## config.mk

```make
export PLATFORM = sky130hd
export DESIGN_NAME = resp_command_parser_flat
export DESIGN_NICKNAME = d
export VERILOG_FILES = /design/src/rtl/core/rcp_pkg.sv /design/src/rtl/core/rcp_channels.sv /design/src/rtl/core/resp_command_parser.sv /design/src/flat_wrapper.sv
export SDC_FILE = /design/constraint.sdc
export NUM_CORES = 1
export LEC_CHECK = 0
export BUFFER_PORTS_ARGS = -buffer_cell sky130_fd_sc_hd__buf_2
export CAP_MARGIN = 15
export CORE_UTILIZATION = 50
export DETAILED_ROUTE_END_ITERATION = 16
export MAX_ROUTING_LAYER = met4
export PLACE_DENSITY = 0.7
export SLEW_MARGIN = 20
export SYNTH_ARGS = -nofsm -noshare
export SYNTH_HDL_FRONTEND = slang
export SYNTH_SLANG_ARGS = --single-unit
```

## constraint.sdc

```tcl
create_clock -name clk -period 11.2 [get_ports clk]
set_clock_uncertainty 0.2 [all_clocks]
set_input_delay 0.56 -clock clk [delete_from_list [all_inputs] [get_ports clk]]
set_output_delay 0.56 -clock clk [all_outputs]
set_load 0.05 [all_outputs]
```

## src/rtl/core/rcp_pkg.sv

```systemverilog
// Package with the constants, codes and types of the command parser.
`timescale 1ns / 1ps
`default_nettype none
package rcp_pkg;

  // Limits of the parser.
  localparam int MAX_ARG_LEN = 1000;
  localparam int MAX_ARGS    = 1000;
  localparam int POS_WIDTH   = 16;

  // Field widths of the channels.
  localparam int BYTE_W  = 8;
  localparam int KIND_W  = 2;
  localparam int IDX_W   = 10;
  localparam int CODE_W  = 3;
  localparam int EPOS_W  = 16;
  localparam int CNT_W   = 4;

  // Internal widths that follow from the limits.
  localparam int LEN_W   = $clog2(MAX_ARG_LEN + 1);
  localparam int PROD_W  = LEN_W + 4;

  localparam logic [IDX_W-1:0]     ARG_LIMIT =
    IDX_W'((MAX_ARGS < 1023) ? MAX_ARGS : 1023);
  localparam logic [PROD_W-1:0]    LEN_LIMIT = PROD_W'(MAX_ARG_LEN);
  localparam logic [POS_WIDTH-1:0] POS_MAX   = {POS_WIDTH{1'b1}};

  // Framing characters.
  localparam logic [BYTE_W-1:0] CH_STAR   = 8'h2A;
  localparam logic [BYTE_W-1:0] CH_DOLLAR = 8'h24;
  localparam logic [BYTE_W-1:0] CH_CR     = 8'h0D;
  localparam logic [BYTE_W-1:0] CH_LF     = 8'h0A;
  localparam logic [BYTE_W-1:0] CH_ZERO   = 8'h30;
  localparam logic [BYTE_W-1:0] CH_NINE   = 8'h39;

  // Result kinds.
  typedef enum logic [KIND_W-1:0] {
    KIND_ARG_BYTE = 2'd0,
    KIND_DONE     = 2'd1,
    KIND_ERROR    = 2'd2,
    KIND_EMPTY    = 2'd3
  } kind_t;

  // Error codes.
  typedef enum logic [CODE_W-1:0] {
    ERR_NO_STAR   = 3'd0,
    ERR_NO_COUNT  = 3'd1,
    ERR_NO_CR     = 3'd2,
    ERR_NO_LF     = 3'd3,
    ERR_NO_DOLLAR = 3'd4,
    ERR_BAD_LEN   = 3'd5,
    ERR_TRUNC     = 3'd6
  } err_code_t;

  // Parser phases.
  typedef enum logic [3:0] {
    PH_STAR    = 4'd0,
    PH_COUNT   = 4'd1,
    PH_CR1     = 4'd2,
    PH_LF1     = 4'd3,
    PH_DOLLAR  = 4'd4,
    PH_LEN     = 4'd5,
    PH_LEN_LF  = 4'd6,
    PH_DATA    = 4'd7,
    PH_DATA_CR = 4'd8,
    PH_DATA_LF = 4'd9
  } phase_t;

endpackage
`default_nettype wire

```

## src/rtl/core/rcp_channels.sv

```systemverilog
// Channel interfaces of the command parser: byte requests in, results out.
`timescale 1ns / 1ps
`default_nettype none
interface rcp_in_if;
  logic       valid;
  logic       ready;
  logic [7:0] data_byte;
  logic       final_byte;

  modport source (output valid, output data_byte, output final_byte, input ready);
  modport sink   (input valid, input data_byte, input final_byte, output ready);
endinterface

interface rcp_out_if;
  logic        valid;
  logic        ready;
  logic [1:0]  kind;
  logic [7:0]  arg_byte;
  logic [9:0]  arg_index;
  logic        arg_end;
  logic [2:0]  error_code;
  logic [15:0] error_position;
  logic [3:0]  declared_count;
  logic [9:0]  parsed_count;

  modport source (output valid, output kind, output arg_byte, output arg_index,
                  output arg_end, output error_code, output error_position,
                  output declared_count, output parsed_count, input ready);
  modport sink   (input valid, input kind, input arg_byte, input arg_index,
                  input arg_end, input error_code, input error_position,
                  input declared_count, input parsed_count, output ready);
endinterface
`default_nettype wire

```

## src/rtl/core/resp_command_parser.sv

```systemverilog
// Command parser top level: framing check and argument byte extraction.
//
//   channel | dir | payload                                  | handshake
//   in_ch   | in  | data_byte, final_byte                    | valid/ready
//   out_ch  | out | kind, arg_byte, arg_index, arg_end,      | valid/ready
//           |     | error_code, error_position, counts       |
//
// One byte request is taken per cycle; its result, if any, appears in the
// output register on the next cycle. The parser state updates in the same
// cycle as the byte is taken, so throughput is one byte per clock.
// Reset returns the parser to the expect-star phase and empties the output.
// A held result stalls input only while the output register stays full.
`timescale 1ns / 1ps
`default_nettype none
module resp_command_parser (
  input  wire logic clk,
  input  wire logic rst_n,
  rcp_in_if.sink    in_ch,
  rcp_out_if.source out_ch
);
  import rcp_pkg::*;

  // Parser state.
  phase_t                 phase_r, phase_nxt;
  logic [POS_WIDTH-1:0]   pos_r, pos_nxt;
  logic [CNT_W-1:0]       decl_r, decl_nxt;
  logic [IDX_W-1:0]       args_r, args_nxt;
  logic [LEN_W-1:0]       accum_r, accum_nxt;
  logic [LEN_W-1:0]       left_r, left_nxt;
  logic                   has_digit_r, has_digit_nxt;
  logic                   fault_r, fault_nxt;

  // Output register.
  logic                   out_valid_r;
  kind_t                  kind_r, kind_nxt;
  logic [BYTE_W-1:0]      abyte_r, abyte_nxt;
  logic [IDX_W-1:0]       aidx_r, aidx_nxt;
  logic                   aend_r, aend_nxt;
  err_code_t              code_r, code_nxt;
  logic [EPOS_W-1:0]      epos_r, epos_nxt;
  logic [CNT_W-1:0]       dcnt_r, dcnt_nxt;
  logic [IDX_W-1:0]       pcnt_r, pcnt_nxt;
  logic                   res_valid;

  logic                   accept;
  logic [BYTE_W-1:0]      b;
  logic                   fin;
  logic                   is_digit;
  logic [3:0]             digit;
  logic [PROD_W-1:0]      len_val;
  logic                   err_now;
  logic [EPOS_W-1:0]      pos16;

  // The input is free whenever the output register can take a result.
  assign in_ch.ready = !out_valid_r || out_ch.ready;
  assign accept      = in_ch.valid && in_ch.ready;

  assign b        = in_ch.data_byte;
  assign fin      = in_ch.final_byte;
  assign is_digit = (b >= CH_ZERO) && (b <= CH_NINE);
  assign digit    = 4'(b - CH_ZERO);
  assign len_val  = (PROD_W'(accum_r) << 3) + (PROD_W'(accum_r) << 1) + PROD_W'(digit);
  assign pos16    = EPOS_W'(pos_r);

  // Phase transitions and the result of one byte.
  always_comb begin
    phase_nxt     = phase_r;
    decl_nxt      = decl_r;
    args_nxt      = args_r;
    accum_nxt     = accum_r;
    left_nxt      = left_r;
    has_digit_nxt = has_digit_r;
    fault_nxt     = fault_r;
    pos_nxt       = (pos_r != POS_MAX) ? pos_r + 1'b1 : pos_r;
    err_now       = 1'b0;
    res_valid     = 1'b0;
    kind_nxt      = KIND_ARG_BYTE;
    abyte_nxt     = '0;
    aidx_nxt      = '0;
    aend_nxt      = 1'b0;
    code_nxt      = ERR_NO_STAR;
    dcnt_nxt      = '0;
    pcnt_nxt      = '0;

    if (!fault_r) begin
      unique case (phase_r)
        PH_STAR: begin
          if (b == CH_STAR) phase_nxt = PH_COUNT;
          else begin err_now = 1'b1; code_nxt = ERR_NO_STAR; end
        end
        PH_COUNT: begin
          if (is_digit) begin
            decl_nxt  = digit;
            phase_nxt = PH_CR1;
          end else begin
            err_now = 1'b1; code_nxt = ERR_NO_COUNT;
          end
        end
        PH_CR1: begin
          if (b == CH_CR) phase_nxt = PH_LF1;
          else begin err_now = 1'b1; code_nxt = ERR_NO_CR; end
        end
        PH_LF1: begin
          if (b == CH_LF) phase_nxt = PH_DOLLAR;
          else begin err_now = 1'b1; code_nxt = ERR_NO_LF; end
        end
        PH_DOLLAR: begin
          if (b == CH_DOLLAR && args_r < ARG_LIMIT) begin
            accum_nxt     = '0;
            has_digit_nxt = 1'b0;
            phase_nxt     = PH_LEN;
          end else begin
            err_now = 1'b1; code_nxt = ERR_NO_DOLLAR;
          end
        end
        PH_LEN: begin
          if (is_digit) begin
            if (len_val > LEN_LIMIT) begin
              err_now = 1'b1; code_nxt = ERR_BAD_LEN;
            end else begin
              accum_nxt     = LEN_W'(len_val);
              has_digit_nxt = 1'b1;
            end
          end else if (b == CH_CR && has_digit_r) begin
            left_nxt  = accum_r;
            phase_nxt = PH_LEN_LF;
          end else begin
            err_now = 1'b1; code_nxt = ERR_BAD_LEN;
          end
        end
        PH_LEN_LF: begin
          if (b == CH_LF) begin
            if (left_r == '0) begin
              res_valid = 1'b1;
              kind_nxt  = KIND_EMPTY;
              aidx_nxt  = args_r;
              phase_nxt = PH_DATA_CR;
            end else begin
              phase_nxt = PH_DATA;
            end
          end else begin
            err_now = 1'b1; code_nxt = ERR_NO_LF;
          end
        end
        PH_DATA: begin
          res_valid = 1'b1;
          kind_nxt  = KIND_ARG_BYTE;
          abyte_nxt = b;
          aidx_nxt  = args_r;
          aend_nxt  = (left_r == LEN_W'(1));
          if (left_r != '0) left_nxt = left_r - 1'b1;
          if (left_r <= LEN_W'(1)) phase_nxt = PH_DATA_CR;
        end
        PH_DATA_CR: begin
          if (b == CH_CR) phase_nxt = PH_DATA_LF;
          else begin err_now = 1'b1; code_nxt = ERR_NO_CR; end
        end
        PH_DATA_LF: begin
          if (b == CH_LF) begin
            args_nxt  = args_r + 1'b1;
            phase_nxt = PH_DOLLAR;
          end else begin
            err_now = 1'b1; code_nxt = ERR_NO_LF;
          end
        end
        default: phase_nxt = PH_STAR;
      endcase
    end

    // A framing fault replaces any other result of this byte.
    if (err_now) begin
      res_valid = 1'b1;
      kind_nxt  = KIND_ERROR;
      abyte_nxt = '0;
      aidx_nxt  = '0;
      aend_nxt  = 1'b0;
      fault_nxt = 1'b1;
    end

    // The final byte closes the command and clears all parser state.
    if (fin) begin
      if (!err_now && !fault_r) begin
        res_valid = 1'b1;
        abyte_nxt = '0;
        aidx_nxt  = '0;
        aend_nxt  = 1'b0;
        if (phase_nxt == PH_DOLLAR) begin
          kind_nxt = KIND_DONE;
          dcnt_nxt = decl_nxt;
          pcnt_nxt = args_nxt;
        end else begin
          kind_nxt = KIND_ERROR;
          code_nxt = ERR_TRUNC;
        end
      end
      phase_nxt     = PH_STAR;
      pos_nxt       = '0;
      decl_nxt      = '0;
      args_nxt      = '0;
      accum_nxt     = '0;
      left_nxt      = '0;
      has_digit_nxt = 1'b0;
      fault_nxt     = 1'b0;
    end

    epos_nxt = (kind_nxt == KIND_ERROR) ? pos16 : '0;
    if (kind_nxt != KIND_ERROR) code_nxt = ERR_NO_STAR;
  end

  // Parser state registers.
  always_ff @(posedge clk) begin
    if (!rst_n) begin
      phase_r     <= PH_STAR;
      pos_r       <= '0;
      decl_r      <= '0;
      args_r      <= '0;
      accum_r     <= '0;
      left_r      <= '0;
      has_digit_r <= 1'b0;
      fault_r     <= 1'b0;
    end else if (accept) begin
      phase_r     <= phase_nxt;
      pos_r       <= pos_nxt;
      decl_r      <= decl_nxt;
      args_r      <= args_nxt;
      accum_r     <= accum_nxt;
      left_r      <= left_nxt;
      has_digit_r <= has_digit_nxt;
      fault_r     <= fault_nxt;
    end
  end

  // Output valid flag.
  always_ff @(posedge clk) begin
    if (!rst_n) begin
      out_valid_r <= 1'b0;
    end else if (accept) begin
      out_valid_r <= res_valid;
    end else if (out_ch.ready) begin
      out_valid_r <= 1'b0;
    end
  end

  // Output payload register.
  always_ff @(posedge clk) begin
    if (accept && res_valid) begin
      kind_r  <= kind_nxt;
      abyte_r <= abyte_nxt;
      aidx_r  <= aidx_nxt;
      aend_r  <= aend_nxt;
      code_r  <= code_nxt;
      epos_r  <= epos_nxt;
      dcnt_r  <= dcnt_nxt;
      pcnt_r  <= pcnt_nxt;
    end
  end

  assign out_ch.valid          = out_valid_r;
  assign out_ch.kind           = kind_r;
  assign out_ch.arg_byte       = abyte_r;
  assign out_ch.arg_index      = aidx_r;
  assign out_ch.arg_end        = aend_r;
  assign out_ch.error_code     = code_r;
  assign out_ch.error_position = epos_r;
  assign out_ch.declared_count = dcnt_r;
  assign out_ch.parsed_count   = pcnt_r;

endmodule
`default_nettype wire

```

## src/flat_wrapper.sv

```systemverilog
// flat-port wrapper written by rule: the top's interface ports become plain ports
module resp_command_parser_flat import rcp_pkg::*;
  (clk, rst_n, in_ch_valid, in_ch_data_byte, in_ch_final_byte, in_ch_ready, out_ch_valid, out_ch_kind, out_ch_arg_byte, out_ch_arg_index, out_ch_arg_end, out_ch_error_code, out_ch_error_position, out_ch_declared_count, out_ch_parsed_count, out_ch_ready);
  rcp_in_if in_ch_i ();
  rcp_out_if out_ch_i ();
  input  wire logic clk;
  input  wire logic rst_n;
  input wire logic [$bits(in_ch_i.valid)-1:0] in_ch_valid;
  input wire logic [$bits(in_ch_i.data_byte)-1:0] in_ch_data_byte;
  input wire logic [$bits(in_ch_i.final_byte)-1:0] in_ch_final_byte;
  output wire logic [$bits(in_ch_i.ready)-1:0] in_ch_ready;
  output wire logic [$bits(out_ch_i.valid)-1:0] out_ch_valid;
  output wire logic [$bits(out_ch_i.kind)-1:0] out_ch_kind;
  output wire logic [$bits(out_ch_i.arg_byte)-1:0] out_ch_arg_byte;
  output wire logic [$bits(out_ch_i.arg_index)-1:0] out_ch_arg_index;
  output wire logic [$bits(out_ch_i.arg_end)-1:0] out_ch_arg_end;
  output wire logic [$bits(out_ch_i.error_code)-1:0] out_ch_error_code;
  output wire logic [$bits(out_ch_i.error_position)-1:0] out_ch_error_position;
  output wire logic [$bits(out_ch_i.declared_count)-1:0] out_ch_declared_count;
  output wire logic [$bits(out_ch_i.parsed_count)-1:0] out_ch_parsed_count;
  input wire logic [$bits(out_ch_i.ready)-1:0] out_ch_ready;
  assign in_ch_i.valid = in_ch_valid;
  assign in_ch_i.data_byte = in_ch_data_byte;
  assign in_ch_i.final_byte = in_ch_final_byte;
  assign in_ch_ready = in_ch_i.ready;
  assign out_ch_valid = out_ch_i.valid;
  assign out_ch_kind = out_ch_i.kind;
  assign out_ch_arg_byte = out_ch_i.arg_byte;
  assign out_ch_arg_index = out_ch_i.arg_index;
  assign out_ch_arg_end = out_ch_i.arg_end;
  assign out_ch_error_code = out_ch_i.error_code;
  assign out_ch_error_position = out_ch_i.error_position;
  assign out_ch_declared_count = out_ch_i.declared_count;
  assign out_ch_parsed_count = out_ch_i.parsed_count;
  assign out_ch_i.ready = out_ch_ready;
  resp_command_parser u_core (.clk(clk), .rst_n(rst_n), .in_ch(in_ch_i), .out_ch(out_ch_i));
endmodule
```

# Yosys cells after proc, flatten, opt, wreduce, memory -nomap -nowiden
# Index checks and enable logic that the tools add are counted.
dict set report word_totals {
  register_bits 111
  inputBits 13
  elab_cells 179
}
dict set report classes {
  addsub 6
  magnitude_cmp 5
  n_eq_ne 25
  muxes 100
  reduce_logical 26
}
# cell count
set op_table {}
lappend op_table {{$mux 10} 20}
lappend op_table {{$mux 4} 17}
lappend op_table {{$pmux 10 s2} 3}
lappend op_table {{$mux 8} 5}
lappend op_table {{$pmux 4 s9} 1}
lappend op_table {{$mux 16} 2}
lappend op_table {{$mux 1} 30}
lappend op_table {{$mux 3} 8}
lappend op_table {{$eq 4x3->1 const B} 5}
lappend op_table {{$mux 2} 10}
lappend op_table {{$add 16x1->16 const B} 1}
lappend op_table {{$eq 8x4->1 const B} 2}
lappend op_table {{$eq 8x6->1 const B} 2}
lappend op_table {{$ne 16x16->1 const B} 1}
lappend op_table {{$pmux 3 s5} 1}
lappend op_table {{$add 13x11->14} 1}
lappend op_table {{$add 14x4->14} 1}
lappend op_table {{$gt 14x10->1 const B} 1}
lappend op_table {{$ne 3x2->1 const B} 4}
lappend op_table {{$reduce_and 6->1} 2}
lappend op_table {{$add 10x1->10 const B} 1}
lappend op_table {{$eq 10x1->1 const B} 1}
lappend op_table {{$le 10x1->1 const B} 1}
lappend op_table {{$logic_not 10->1} 1}
lappend op_table {{other kinds (24)} 41}

# Depth between registers and ports, before layout
# Gate-level depths: netlist of the first run.
dict set report logic_depth {
  ltp_word 12
  depth_mapped 15
  depth_no_buf 12
}

# Worst setup path before layout of the first run
# Ideal clock, no wire load.
dict set report synth_timing {
  path_type {input to register}
  startpoint {in in_ch_data_byte[3]}
  endpoint {reg u_core.abyte_r[0] (netlist: u_core.out_ch.arg_byte[0]) (enable)}
  setup_ps 532
  arrival_ps 7028
  setup_slack_ps 3439
  path_stages 12
  path_cell_list {inv_1 > fa_1 > fa_1 > nand2b_1 > a211o_1 > a31o_2 > or3_1 > o211ai_1 > o21a_1 > clkbuf_1 > nor3_1 > nor3_1}
}
dict set report synth_between {
  elab_chain_cells 12
  word_cells_on_any_way 31
  classes_between {add/sub: 2; order compare: 3; eq/ne: 4; mux: 16; reduce/logical: 6}
}
# element line_no
set synth_lines {}
lappend synth_lines {{start: declaration} flat_wrapper.sv:9} ;# input wire logic [$bits(in_ch_i.data_byte)-1:0] in_ch_data_byte;
lappend synth_lines {{$sub 4x1->4} resp_command_parser.sv:61} ;# assign digit = 4'(b - CH_ZERO);
lappend synth_lines {{$add 14x4->14} resp_command_parser.sv:62} ;# assign len_val = (PROD_W'(accum_r) << 3) + (PROD_W'(accum_r) << 1) + PROD_W'(digit);
lappend synth_lines {{$gt 14x10->1} resp_command_parser.sv:118} ;# if (len_val > LEN_LIMIT) begin
lappend synth_lines {{$mux 1} resp_command_parser.sv:118}
lappend synth_lines {{$mux 1} resp_command_parser.sv:117} ;# if (is_digit) begin
lappend synth_lines {{$pmux 1 s6} resp_command_parser.sv:86} ;# unique case (phase_r)
lappend synth_lines {{$mux 1} resp_command_parser.sv:85} ;# if (!fault_r) begin
lappend synth_lines {{$logic_not 1->1} resp_command_parser.sv:182} ;# if (!err_now && !fault_r) begin
lappend synth_lines {{$logic_and 1x1->1} resp_command_parser.sv:182}
lappend synth_lines {{$mux 1} resp_command_parser.sv:182}
lappend synth_lines {{$mux 1 (*)} resp_command_parser.sv:181} ;# if (fin) begin
lappend synth_lines {{$logic_and 1x1->1 (*)} resp_command_parser.sv:246} ;# if (accept && res_valid) begin
lappend synth_lines {{end signal: assignment} resp_command_parser.sv:248} ;# abyte_r <= abyte_nxt;
lappend synth_lines {{end: declaration} resp_command_parser.sv:36} ;# logic [BYTE_W-1:0] abyte_r, abyte_nxt;
# Every way passes the cells marked *; elsewhere a longest branch is shown, timed or not.
# A chain may end at the register's enable or synchronous reset.

# Worst setup path in the final report of the first run
dict set report layout_timing {
  startpoint {in in_ch_data_byte[3]}
  endpoint {reg u_core.epos_r[12] (netlist: u_core.out_ch.error_position[12]) (enable)}
}
dict set report layout_between {
  elab_chain_cells 12
  word_cells_on_any_way 31
  classes_between {add/sub: 2; order compare: 3; eq/ne: 4; mux: 16; reduce/logical: 6}
}
# element line_no
set layout_lines {}
lappend layout_lines {{$sub 4x1->4} resp_command_parser.sv:61}
lappend layout_lines {{$add 14x4->14} resp_command_parser.sv:62}
lappend layout_lines {{$gt 14x10->1} resp_command_parser.sv:118}
lappend layout_lines {{$mux 1} resp_command_parser.sv:118}
lappend layout_lines {{$mux 1} resp_command_parser.sv:117}
lappend layout_lines {{$pmux 1 s6} resp_command_parser.sv:86}
lappend layout_lines {{$mux 1} resp_command_parser.sv:85}
lappend layout_lines {{$logic_not 1->1} resp_command_parser.sv:182}
lappend layout_lines {{$logic_and 1x1->1} resp_command_parser.sv:182}
lappend layout_lines {{$mux 1} resp_command_parser.sv:182}
lappend layout_lines {{$mux 1 (*)} resp_command_parser.sv:181}
lappend layout_lines {{$logic_and 1x1->1 (*)} resp_command_parser.sv:246}
lappend layout_lines {{end signal: assignment} resp_command_parser.sv:252} ;# epos_r <= epos_nxt;
lappend layout_lines {{end: declaration} resp_command_parser.sv:40} ;# logic [EPOS_W-1:0] epos_r, epos_nxt;
# Marks and branches as above.

==> summary.md, run 1 <==
| Metric | Value |
|---|---|
| Status | finished clean |
| Hold Crit Class | flip-flop to flip-flop |
| Tcrit/Tclk final | 46.5% |
| DR pass1 iterations | 6 |
| Setup Fix Bufs, Post-CTS | 0 |
| Htree depth | 3 |
| Ant. Diodes | 0 |
| PortBufs | 68 |
| Post-synth top area share | 26.1% |
| Worst-Margin Slew | 1110 ps |
| Crit. Startpoint | in_ch_data_byte[3] |
| Initial antenna violation count | 0 |
| Hold Startpoint | u_core.left_r[9] |
| Initial Util | 51.6% |
| CTS buffer count | 9 |
| Ranking of synthesized cells by area | edfxtp_1 26%, dfxtp_1 18%, ha_1 4.6% |
| Final setup fails | 0 |
| Largest net degree at the start of global routing | 41 |
| WP data arrival | 5000 ps |
| Synth cell types | 72 |
| #FFs+latches synth | 111 |
| Die area | 12900 sq um |
| Post-DP HPWL | 10300 um |
| Peak VDD IR | 0.0000654 V |
| Root Driver | clkbuf_16 |
| Switching power | 0.000239 W |
| FMAX | 0.192 GHz |
| Cell row count | 40 |
| Die Y | 114 um |
| Post-Layout Cell Count | 866 |
| Mean post-synth cell area | 9.57 sq um |
| Crit end category | flip-flop |
| WS Path Type | input port to flip-flop |
| Post-route antenna net violation count | 0 |
| Hold Vio Cnt, Final | 0 |
| Register share of total power | 48.5% |
| Setup TNS | 0 ps |
| Hold bufs inserted after CTS | 0 |
| Post_cts resized | 0 |
| Routed len/inst | 16.7 um |
| Number of synthesized flops with an enable pin | 54 |
| Mapped Nets | 688 |
| Area leader, netlist | edfxtp_1 |
| RePlAce Congestion | 0.973 |
| P_leak | 2.66 nW |
| Layout cells sized above 1 | 16.0% |
| Overflow after GRT | 0 |
| GRT Overall Usage | 23.9% |
| Max Slew Vio Count | 0 |
| Die width | 114 um |
| Wirelength, routed | 14500 um |
| RSZ-0062 raised after global routing | no |
| Vias per cell | 5.86 |
| Clk buf depth | 2 |
| Clock power share | 40.0% |
| Worst-skew pair later-pin latency | 350 ps |
| Critical path fanouts, max | 40 |
| Power density over the cells | 132 nW/um^2 |
| # DRC | 0 |
| First-pass GRT wire length | 23600 um |
| # IOs | 69 |
| Core Region | 12100 sq um |
| Post-synthesis sequential area ratio | 44.4% |
| Gate power share | 11.4% |
| FILL cells | 1073 |
| Nets@finish | 731 |
| Sinks on Clock Net | 111 |
| Worst Setup Start Kind | input port |
| Cells after DPL | 850 |
| Design Power | 0.000919 W |
| DR iter-0 viols | 410 |
| Layout area overhead | 12.0% |
| CTS tree | built |
| Most instantiated cells after synthesis | 70 x nor2_1, 57 x dfxtp_1, 54 x edfxtp_1, 43 x a21oi_1, 40 x nand2_1 |
| CTS clk-pin slew, worst paths | 70 ps |
| FFs w/ async S/R, synth | 0% |
| Vias in the first global route | 4835 |
| Net Sw Frac | 26.0% |
| Max transition margin | 25.5% |
| R2r startpoint | u_core.accum_r[0] |
| Vias | 5073 |
| CP required | 11000 ps |
| Cell with the most instances after synthesis | nor2_1 |
| Top FF cell, synth | dfxtp_1 |
| Yosys warnings | 0 |
| Mapped Cells | 650 |
| Max_cap viols | 0 |
| Int Power | 0.000680 W |
| Min Tclk post-route | 5200 ps |
| Mapped cell area | 6220 sq um |
## worst paths after layout
check,slack [ps],endpoint,depth (start not counted)
max,6000,u_core.out_ch.error_position[12],14
min,290,u_core.left_r[9],2
max reg2reg,6020,u_core.out_ch.error_position[12],13
min reg2reg,290,u_core.left_r[9],2
## power groups by stage
stage,clock network (W),registers [W],logic (W)
3_5_place_dp,0,0.000455,0.000105
4_1_cts,0.000371,0.000446,0.000105
5_1_grt,0.000389,0.000448,0.000111
6_report,0.000368,0.000446,0.000105
3_3_place_gp,0,0.000455,0.000104
2_1_floorplan,0,0.000503,0.0000312
## final cells by class
cell class / count / area (sq um) / share of cell area, %
multi-input combinational: 483 / 3230 / 46.3
sequential: 111 / 2760 / 39.6
timing repair buffer: 71 / 363 / 5.20
clock buffer: 10 / 229 / 3.28
tap: 168 / 210 / 3.02
clock inverter: 6 / 116 / 1.67
inverter: 17 / 63.8 / 0.915
## layout by cell type (no fill, tap or decap), types with 11 or more instances in the layout
master    count
a21oi_1      43
nand2_1      40
and2_1       20
or3_1        15
nor3b_1      20
edfxtp_1     54
inv_1        16
dfxtp_1      57
xnor2_1      11
nor2_1       70
a22oi_1      14
buf_2        68
ha_1         23
nor3_1       17
xor2_1       16
a22o_1       11
o21ai_0      34
## cell families (layout without fill, tap and decap cells)
| family | count (synthesis) | count (layout) | synth area share [%] |
|---|---|---|---|
| xor+xnor | 28 | 28 | 4.06 |
| fa+ha+maj | 25 | 25 | 5.27 |
| mux | 6 | 6 | 0.985 |
| buf+inv | 56 | 104 | 3.94 |
| flops | 111 | 111 | 44.4 |
| simple gates | 267 | 267 | 24.8 |
| compound gates | 157 | 157 | 16.5 |
## sequential cells by signal, indices dropped and copies added, names as in the netlist
register	count
u_core.out_ch.valid	1
u_core.accum_r	10
u_core.has_digit_r	1
u_core.pos16	16
u_core.out_ch.parsed_count	10
u_core.fault_r	1
u_core.out_ch.declared_count	4
u_core.args_r	10
u_core.phase_r	4
u_core.out_ch.error_position	16
u_core.decl_r	4
u_core.out_ch.error_code	3
u_core.out_ch.arg_index	10
u_core.out_ch.kind	2
u_core.out_ch.arg_byte	8
u_core.left_r	10
u_core.out_ch.arg_end	1
## metal layers
| layer | up-vias | track usage (%) | share of wire (%) |
|---|---|---|---|
| met5 | - | - | 0 |
| met4 | 0 | 10.4 | 3.0 |
| met3 | 35 | 4.20 | 5.5 |
| met2 | 157 | 37.2 | 47 |
| met1 | 2387 | 30.7 | 44 |
| li1 | 2494 | - | - |
## metrics by stage
step           utilization, %  instance area (sq um)  hold WS (ps)  setup slack [ps]
2_1_floorplan               -                   6220           249              3440
3_3_place_gp             54.9                   6620           262              5550
3_5_place_dp             54.9                   6620           276              5340
4_1_cts                  57.7                   6970           287              5700
5_1_grt                  57.8                   6970           309              5620
6_report                 57.8                   6970           286              6000
## critical path: stages
cell and delay (ps):
buf_2 150, inv_1 100, fa_1 620, inv_1 60, ha_1 270, a211oi_1 90
o31ai_1 610, a311oi_1 190, or3_1 380, o211ai_1 170, o21a_1 400, nor3_1 170
nor3_4 640, buf_4 550
No activity file was read; power rests on OpenSTA's default activity.
==> run 2: changes to the inputs <==
==> constraint.sdc (replaced) <==
create_clock -name clk -period 5.4 [get_ports clk]
set_clock_uncertainty 0.2 [all_clocks]
set_input_delay 0.27 -clock clk [delete_from_list [all_inputs] [get_ports clk]]
set_output_delay 0.27 -clock clk [all_outputs]
set_load 0.05 [all_outputs]
==> run 2 against run 1 <==
Non-clock buffer count increased by 2. Utilization is 0.37 points lower. Design area down 0.65%. Highest routed layer unchanged.
==> summary.md, run 2 (synthesis results as in run 1) <==
| Metric | Value |
|---|---|
| Layout cells sized above 1 | 16.3% (was 16.0%) |
| CTS tree | built (unchanged) |
| Worst-skew pair later-pin latency | 350 ps (about the same) |
| Setup Fix Bufs, Post-CTS | 0 (unchanged) |
| Largest net degree at the start of global routing | 45 (was 41) |
| Post-Layout Cell Count | 868 (was 866) |
| Commonest non-fill, non-tap cell in the layout | nor2_1 (unchanged) |
| Max_cap viols | 0 (unchanged) |
| Core Region | 12100 sq um (unchanged) |
| Hold Path Stages | 3 (was 2) |
| Die area | 12900 sq um (unchanged) |
| Max transition margin | 28.5% (was 25.5%) |
| Reg area | 2760 sq um (unchanged) |
| Wirelength, routed | 14100 um (was 14500 um) |
| Status | finished clean (unchanged) |
| Critical path fanouts, max | 44 (was 40) |
| Ant. Diodes | 0 (unchanged) |
| First-pass GRT wire length | 22900 um (was 23600 um) |
| Cells after DPL | 852 (was 850) |
| Power density over the cells | 257 nW/um^2 (was 132 nW/um^2) |
| Clk buf depth | 2 (unchanged) |
| Peak VDD IR | 0.000142 V (was 0.0000654 V) |
| DR iter-0 viols | 265 (was 410) |
| RSZ-0062 raised after global routing | no (unchanged) |
| Cell row count | 40 (unchanged) |
| Nets@finish | 733 (was 731) |
| # IOs | 69 (unchanged) |
| Htree depth | 3 (unchanged) |
| RR Endpoint | u_core.out_ch.declared_count[1] (was u_core.out_ch.error_position[12]) |
| Die width | 114 um (unchanged) |
| Overflow after GRT | 0 (unchanged) |
| CP most frequent cell | inv_1 (unchanged) |
| Sinks on Clock Net | 111 (unchanged) |
| WS Path Type | flip-flop to flip-flop (was input port to flip-flop) |
| Post-route antenna net violation count | 0 (unchanged) |
| Crit end category | flip-flop (unchanged) |
| Most frequent cells in the layout | 70 x nor2_1, 68 x buf_2, 57 x dfxtp_1 (unchanged) |
| Hold Crit Class | input port to flip-flop (was flip-flop to flip-flop) |
| # DRC | 0 (unchanged) |
| Die Y | 114 um (unchanged) |
| Hold Startpoint | in_ch_valid (was u_core.left_r[9]) |
| DR pass1 iterations | 5 (was 6) |
| Post_cts resized | 0 (unchanged) |
| CP required | 5180 ps (was 11000 ps) |
| Slowest cell on the critical path | o31ai_1 (was nor3_4) |
| CTS buffer count | 9 (unchanged) |
| Final WS setup | 726 ps (was 6000 ps) |
| Root Driver | clkbuf_16 (unchanged) |
| Crit-path cells | inv_1 > fa_1 > inv_1 > ha_1 > a211oi_1 > o31ai_1 > a311oi_1 > or3_1 > o211ai_1 > o21a_1 > nor3_1 > nor3_4 > buf_4 (was buf_2 > inv_1 > fa_1 > inv_1 > ha_1 > a211oi_1 > o31ai_1 > a311oi_1 > or3_1 > o211ai_1 > o21a_1 > nor3_1 > nor3_4 > buf_4) |
| Initial antenna violation count | 0 (unchanged) |
| Max Slew Vio Count | 0 (unchanged) |
| CP Depth | 13 (was 14) |
| Max incr delay on CP | 590 ps (was 640 ps) |
| Worst-Margin Slew | 1070 ps (was 1110 ps) |
| Vias per cell | 5.82 (was 5.86) |
| Min Tclk post-route | 4670 ps |
| R2r setup slk | 730 ps (was 6020 ps) |
| PortBufs | 68 (unchanged) |
| FILL cells | 1066 (was 1073) |
| GRT Overall Usage | 22.9% (was 23.9%) |
| CTS clk-pin slew, worst paths | 80 ps (was 70 ps) |
| Initial Util | 51.6% (unchanged) |
| Area of the multi-input gates | 3230 sq um (unchanged) |
| Worst Setup Start Kind | flip-flop (was input port) |
| CP bufs+invs | 3 (was 4) |
| Setup TNS | 0 ps (unchanged) |
| RePlAce Congestion | 0.923 (was 0.973) |
| Layout area overhead | 11.3% (was 12.0%) |
| R2R depth | 13 (unchanged) |
| Post-DP HPWL | 9980 um (was 10300 um) |
| P_leak | 2.64 nW (was 2.66 nW) |
| Final setup fails | 0 (unchanged) |
| WP data arrival | 4460 ps (was 5000 ps) |
| R2r startpoint | u_core.accum_r[0] (unchanged) |
| Hold bufs inserted after CTS | 0 (unchanged) |
| FMAX | 0.214 GHz |
| Tcrit/Tclk final | 86.6% |
| Hold path endpoint | u_core.out_ch.valid (was u_core.left_r[9]) |
| Family with the most delay on the worst path | compound AO/OA/AOI/OAI gates (unchanged) |
| Hold Vio Cnt, Final | 0 (unchanged) |
| Routed len/inst | 16.3 um (was 16.7 um) |
| Vias in the first global route | 4798 (was 4835) |
| Placement Setup Slack | 701 ps (was 5340 ps) |
| Vias | 5050 (was 5073) |
==> run 2: final cells by class <==
cell class | count | area share, %
Multi-Input combinational cell | 483 | 46.6
Clock buffer | 9 | 3.25
Inverter | 17 | 0.921
Sequential cell | 111 | 39.9
Tap cell | 168 | 3.03
Clock inverter | 7 | 0.867
Timing Repair Buffer | 73 | 5.46
==> run 2: where the power goes <==
part           internal, W  switching [W]
Clock             0.000318       0.000315
Sequential        0.000914      0.0000111
Combinational    0.0000405       0.000178
Total              0.00127       0.000505
==> run 2: through the flow <==
| step | hold WS (ps) | area [sq um] | total power (W) | util (%) |
|---|---|---|---|---|
| after CTS | 36.6 | 6930 | 0.00179 | 57.4 |
| after detailed placement | 271 | 6640 | 0.00116 | 55.1 |
| after global placement | 262 | 6640 | 0.00116 | 55.1 |
| after floorplan | 218 | 6230 | 0.00111 | - |
| after global routing | 73.1 | 6930 | 0.00184 | 57.4 |
| final | 45.8 | 6930 | 0.00178 | 57.4 |
==> run 2: worst min-delay path, stage by stage <==
cell and delay, ps:
buf_2 120, nand3b_1 70, o22ai_1 70
==> run 2: routing by layer <==
| metal | wire length (um) | vias to the layer above | GRT usage, % |
|---|---|---|---|
| li1 | - | 2491 | - |
| met1 | 6560 | 2396 | 28.6 |
| met2 | 6700 | 133 | 37.3 |
| met3 | 504 | 30 | 3.45 |
| met4 | 361 | 0 | 9.47 |
| met5 | 0 | - | - |
==> run 2: worst max-delay path by stage <==
stage                        from                              end
2_1_floorplan   u_core.accum_r[0]        u_core.out_ch.arg_byte[0]
3_3_place_gp   in_ch_data_byte[3]  u_core.out_ch.declared_count[0]
3_5_place_dp   in_ch_data_byte[3]  u_core.out_ch.declared_count[3]
4_1_cts         u_core.accum_r[0]    u_core.out_ch.parsed_count[1]
5_1_grt         u_core.accum_r[0]    u_core.out_ch.parsed_count[1]
6_report        u_core.accum_r[0]  u_core.out_ch.declared_count[1]
==> run 3: changes to the inputs <==
--- a/config.mk
+++ b/config.mk
@@ -9,7 +9,6 @@
 export CAP_MARGIN = 15
 export CORE_UTILIZATION = 50
 export DETAILED_ROUTE_END_ITERATION = 16
-export MAX_ROUTING_LAYER = met4
 export PLACE_DENSITY = 0.7
 export SLEW_MARGIN = 20
 export SYNTH_ARGS = -nofsm -noshare
==> run 3 against run 2 <==
Register-to-register slack worse by 20 ps. Die area unchanged. Clock power down 1%. Non-clock buffer count unchanged. Hold slack worse by 7.6 ps. Combinational power about the same. Final cell count unchanged. Utilization down 0.062 points. Count of clock-buffer cells in the layout up 1. Critical endpoint is now u_core.out_ch.parsed_count[0].
==> summary.md, run 3 (synthesis results as in run 1) <==
| Metric | Value |
|---|---|
| Wirelength, routed | 14100 um (about the same) |
| WS Path Type | flip-flop to flip-flop (unchanged) |
| Final setup fails | 0 (unchanged) |
| Vias per cell | 5.85 (was 5.82) |
| Ant. Diodes | 0 (unchanged) |
| Routed len/inst | 16.3 um (about the same) |
| Worst-Margin Slew | 997 ps (was 1070 ps) |
| Power density over the cells | 256 nW/um^2 (was 257 nW/um^2) |
| Max transition margin | 33.5% (was 28.5%) |
| Sinks on Clock Net | 111 (unchanged) |
| Largest net degree at the start of global routing | 45 (unchanged) |
| Clk buf depth | 2 (unchanged) |
| Peak VDD IR | 0.000128 V (was 0.000142 V) |
| Fin util | 57.4% (about the same) |
| Setup Fix Bufs, Post-CTS | 0 (unchanged) |
| Die width | 114 um (unchanged) |
| Min Tclk post-route | 4690 ps (was 4670 ps) |
| PortBufs | 68 (unchanged) |
| Post-DP Area | 6640 sq um (unchanged) |
| Cell row count | 40 (unchanged) |
| Die area | 12900 sq um (unchanged) |
| FMAX | 0.213 GHz (was 0.214 GHz) |
| Post-DP HPWL | 9920 um (was 9980 um) |
| Max Slew Vio Count | 0 (unchanged) |
| Worst hold slack | 38.2 ps (was 45.8 ps) |
| Max incr delay on CP | 570 ps (was 590 ps) |
| CTS tree | built (unchanged) |
| CTS buffer count | 9 (unchanged) |
| Root Driver | clkbuf_16 (unchanged) |
| Final Cell Area | 6920 sq um (was 6930 sq um) |
| Max_cap viols | 0 (unchanged) |
| Layout cells sized above 1 | 16.4% (was 16.3%) |
| Initial Util | 51.6% (unchanged) |
| Most frequent cells in the layout | 70 x nor2_1, 68 x buf_2, 57 x dfxtp_1 (unchanged) |
| Overflow after GRT | 0 (unchanged) |
| Cells after DPL | 852 (unchanged) |
| Crit-path cells | inv_1 > fa_1 > inv_1 > ha_1 > a211oi_1 > o31ai_1 > a311oi_1 > or3_1 > o211ai_1 > o21a_1 > nor3_1 > nor3_4 > buf_4 (unchanged) |
| Status | finished clean (unchanged) |
| WP data arrival | 4480 ps (was 4460 ps) |
| Layout area overhead | 11.2% (was 11.3%) |
| Critical path fanouts, max | 44 (unchanged) |
| CP required | 5190 ps (was 5180 ps) |
| Initial antenna violation count | 0 (unchanged) |
| Hold Vio Cnt, Final | 0 (unchanged) |
| # DRC | 0 (unchanged) |
| CTS clk-pin slew, worst paths | 70 ps (was 80 ps) |
| Worst Setup Start Kind | flip-flop (unchanged) |
| Core Region | 12100 sq um (unchanged) |
| Nets@finish | 733 (unchanged) |
| P_leak | 2.64 nW (about the same) |
| Post-route antenna net violation count | 0 (unchanged) |
| First-pass GRT wire length | 23100 um (was 22900 um) |
| GRT Overall Usage | 22.6% (was 22.9%) |
| Setup TNS | 0 ps (unchanged) |
| Area of the multi-input gates | 3230 sq um (about the same) |
| Worst-skew pair later-pin latency | 350 ps (about the same) |
| FILL cells | 1076 (was 1066) |
| Hold Crit Class | input port to flip-flop (unchanged) |
| RePlAce Congestion | 0.922 (was 0.923) |
| DR iter-0 viols | 327 (was 265) |
| Post_cts resized | 0 (unchanged) |
| Family with the most delay on the worst path | compound AO/OA/AOI/OAI gates (unchanged) |
| Vias in the first global route | 4712 (was 4798) |
| Commonest non-fill, non-tap cell in the layout | nor2_1 (unchanged) |
| Htree depth | 3 (unchanged) |
| Vias | 5082 (was 5050) |
| DR pass1 iterations | 5 (unchanged) |
| Slowest cell on the critical path | fa_1 (was o31ai_1) |
| CP bufs+invs | 3 (unchanged) |
| Crit end category | flip-flop (unchanged) |
| Hold bufs inserted after CTS | 0 (unchanged) |
| Post-Layout Cell Count | 868 (unchanged) |
| CP most frequent cell | inv_1 (unchanged) |
| Reg area | 2760 sq um (unchanged) |
| Tcrit/Tclk final | 86.9% (was 86.6%) |
| Die Y | 114 um (unchanged) |
| # IOs | 69 (unchanged) |
| RSZ-0062 raised after global routing | no (unchanged) |
[run 3: changes by cell type in the layout (fill, tap and decap cells not counted), sizes merged]
cell / previous run / this run
inv: 17 / 18
clkinv: 4 / 2
clkbuf: 9 / 10
[run 3: worst paths after layout]
kind / cells past startpoint / to / slack (ps) / from
max: 13 / u_core.out_ch.parsed_count[0] / 710 / u_core.accum_r[0]
min: 3 / u_core.out_ch.valid / 40 / in_ch_valid
max reg2reg: 13 / u_core.out_ch.parsed_count[0] / 710 / u_core.accum_r[0]
min reg2reg: 2 / u_core.left_r[9] / 280 / u_core.left_r[9]
[run 3: cell type report]
| type | count | share of cell area, % |
|---|---|---|
| multi-input cells | 483 | 46.7 |
| flip-flops and latches | 111 | 39.9 |
| repair buffers | 73 | 5.46 |
| clock buffers | 10 | 3.31 |
| well taps | 168 | 3.04 |
| inverters | 17 | 0.922 |
| clock inverters | 6 | 0.651 |
[run 3: layer usage]
metal / vias to the layer above / track usage, % / wire length [um]
met5: - / 0 / 0
met4: 0 / 8.68 / 284
met3: 19 / 3.29 / 469
met2: 119 / 38.0 / 6890
met1: 2449 / 29.3 / 6480
li1: 2495 / - / -
[run 3: power by group]
part / switching, W / internal, W / leakage [nW]
combinational: 0.000178 / 0.0000406 / 1.52
sequential: 0.0000110 / 0.000914 / 0.992
clock: 0.000309 / 0.000316 / 0.126
total: 0.000498 / 0.00127 / 2.64
[run 3: worst min-delay path, delay by kind of cell]
kind	cells	cell delay, ps
buffers and inverters	1	120
AO/OA/AOI/OAI	1	70
AND/OR/NAND/NOR	1	70
[run 3: stage by stage]
stage,setup slack (ps),total power [W]
after floorplan,330,0.00111
after global placement,835,0.00116
after detailed placement,643,0.00116
after CTS,736,0.00177
after global routing,381,0.00182
final,705,0.00177
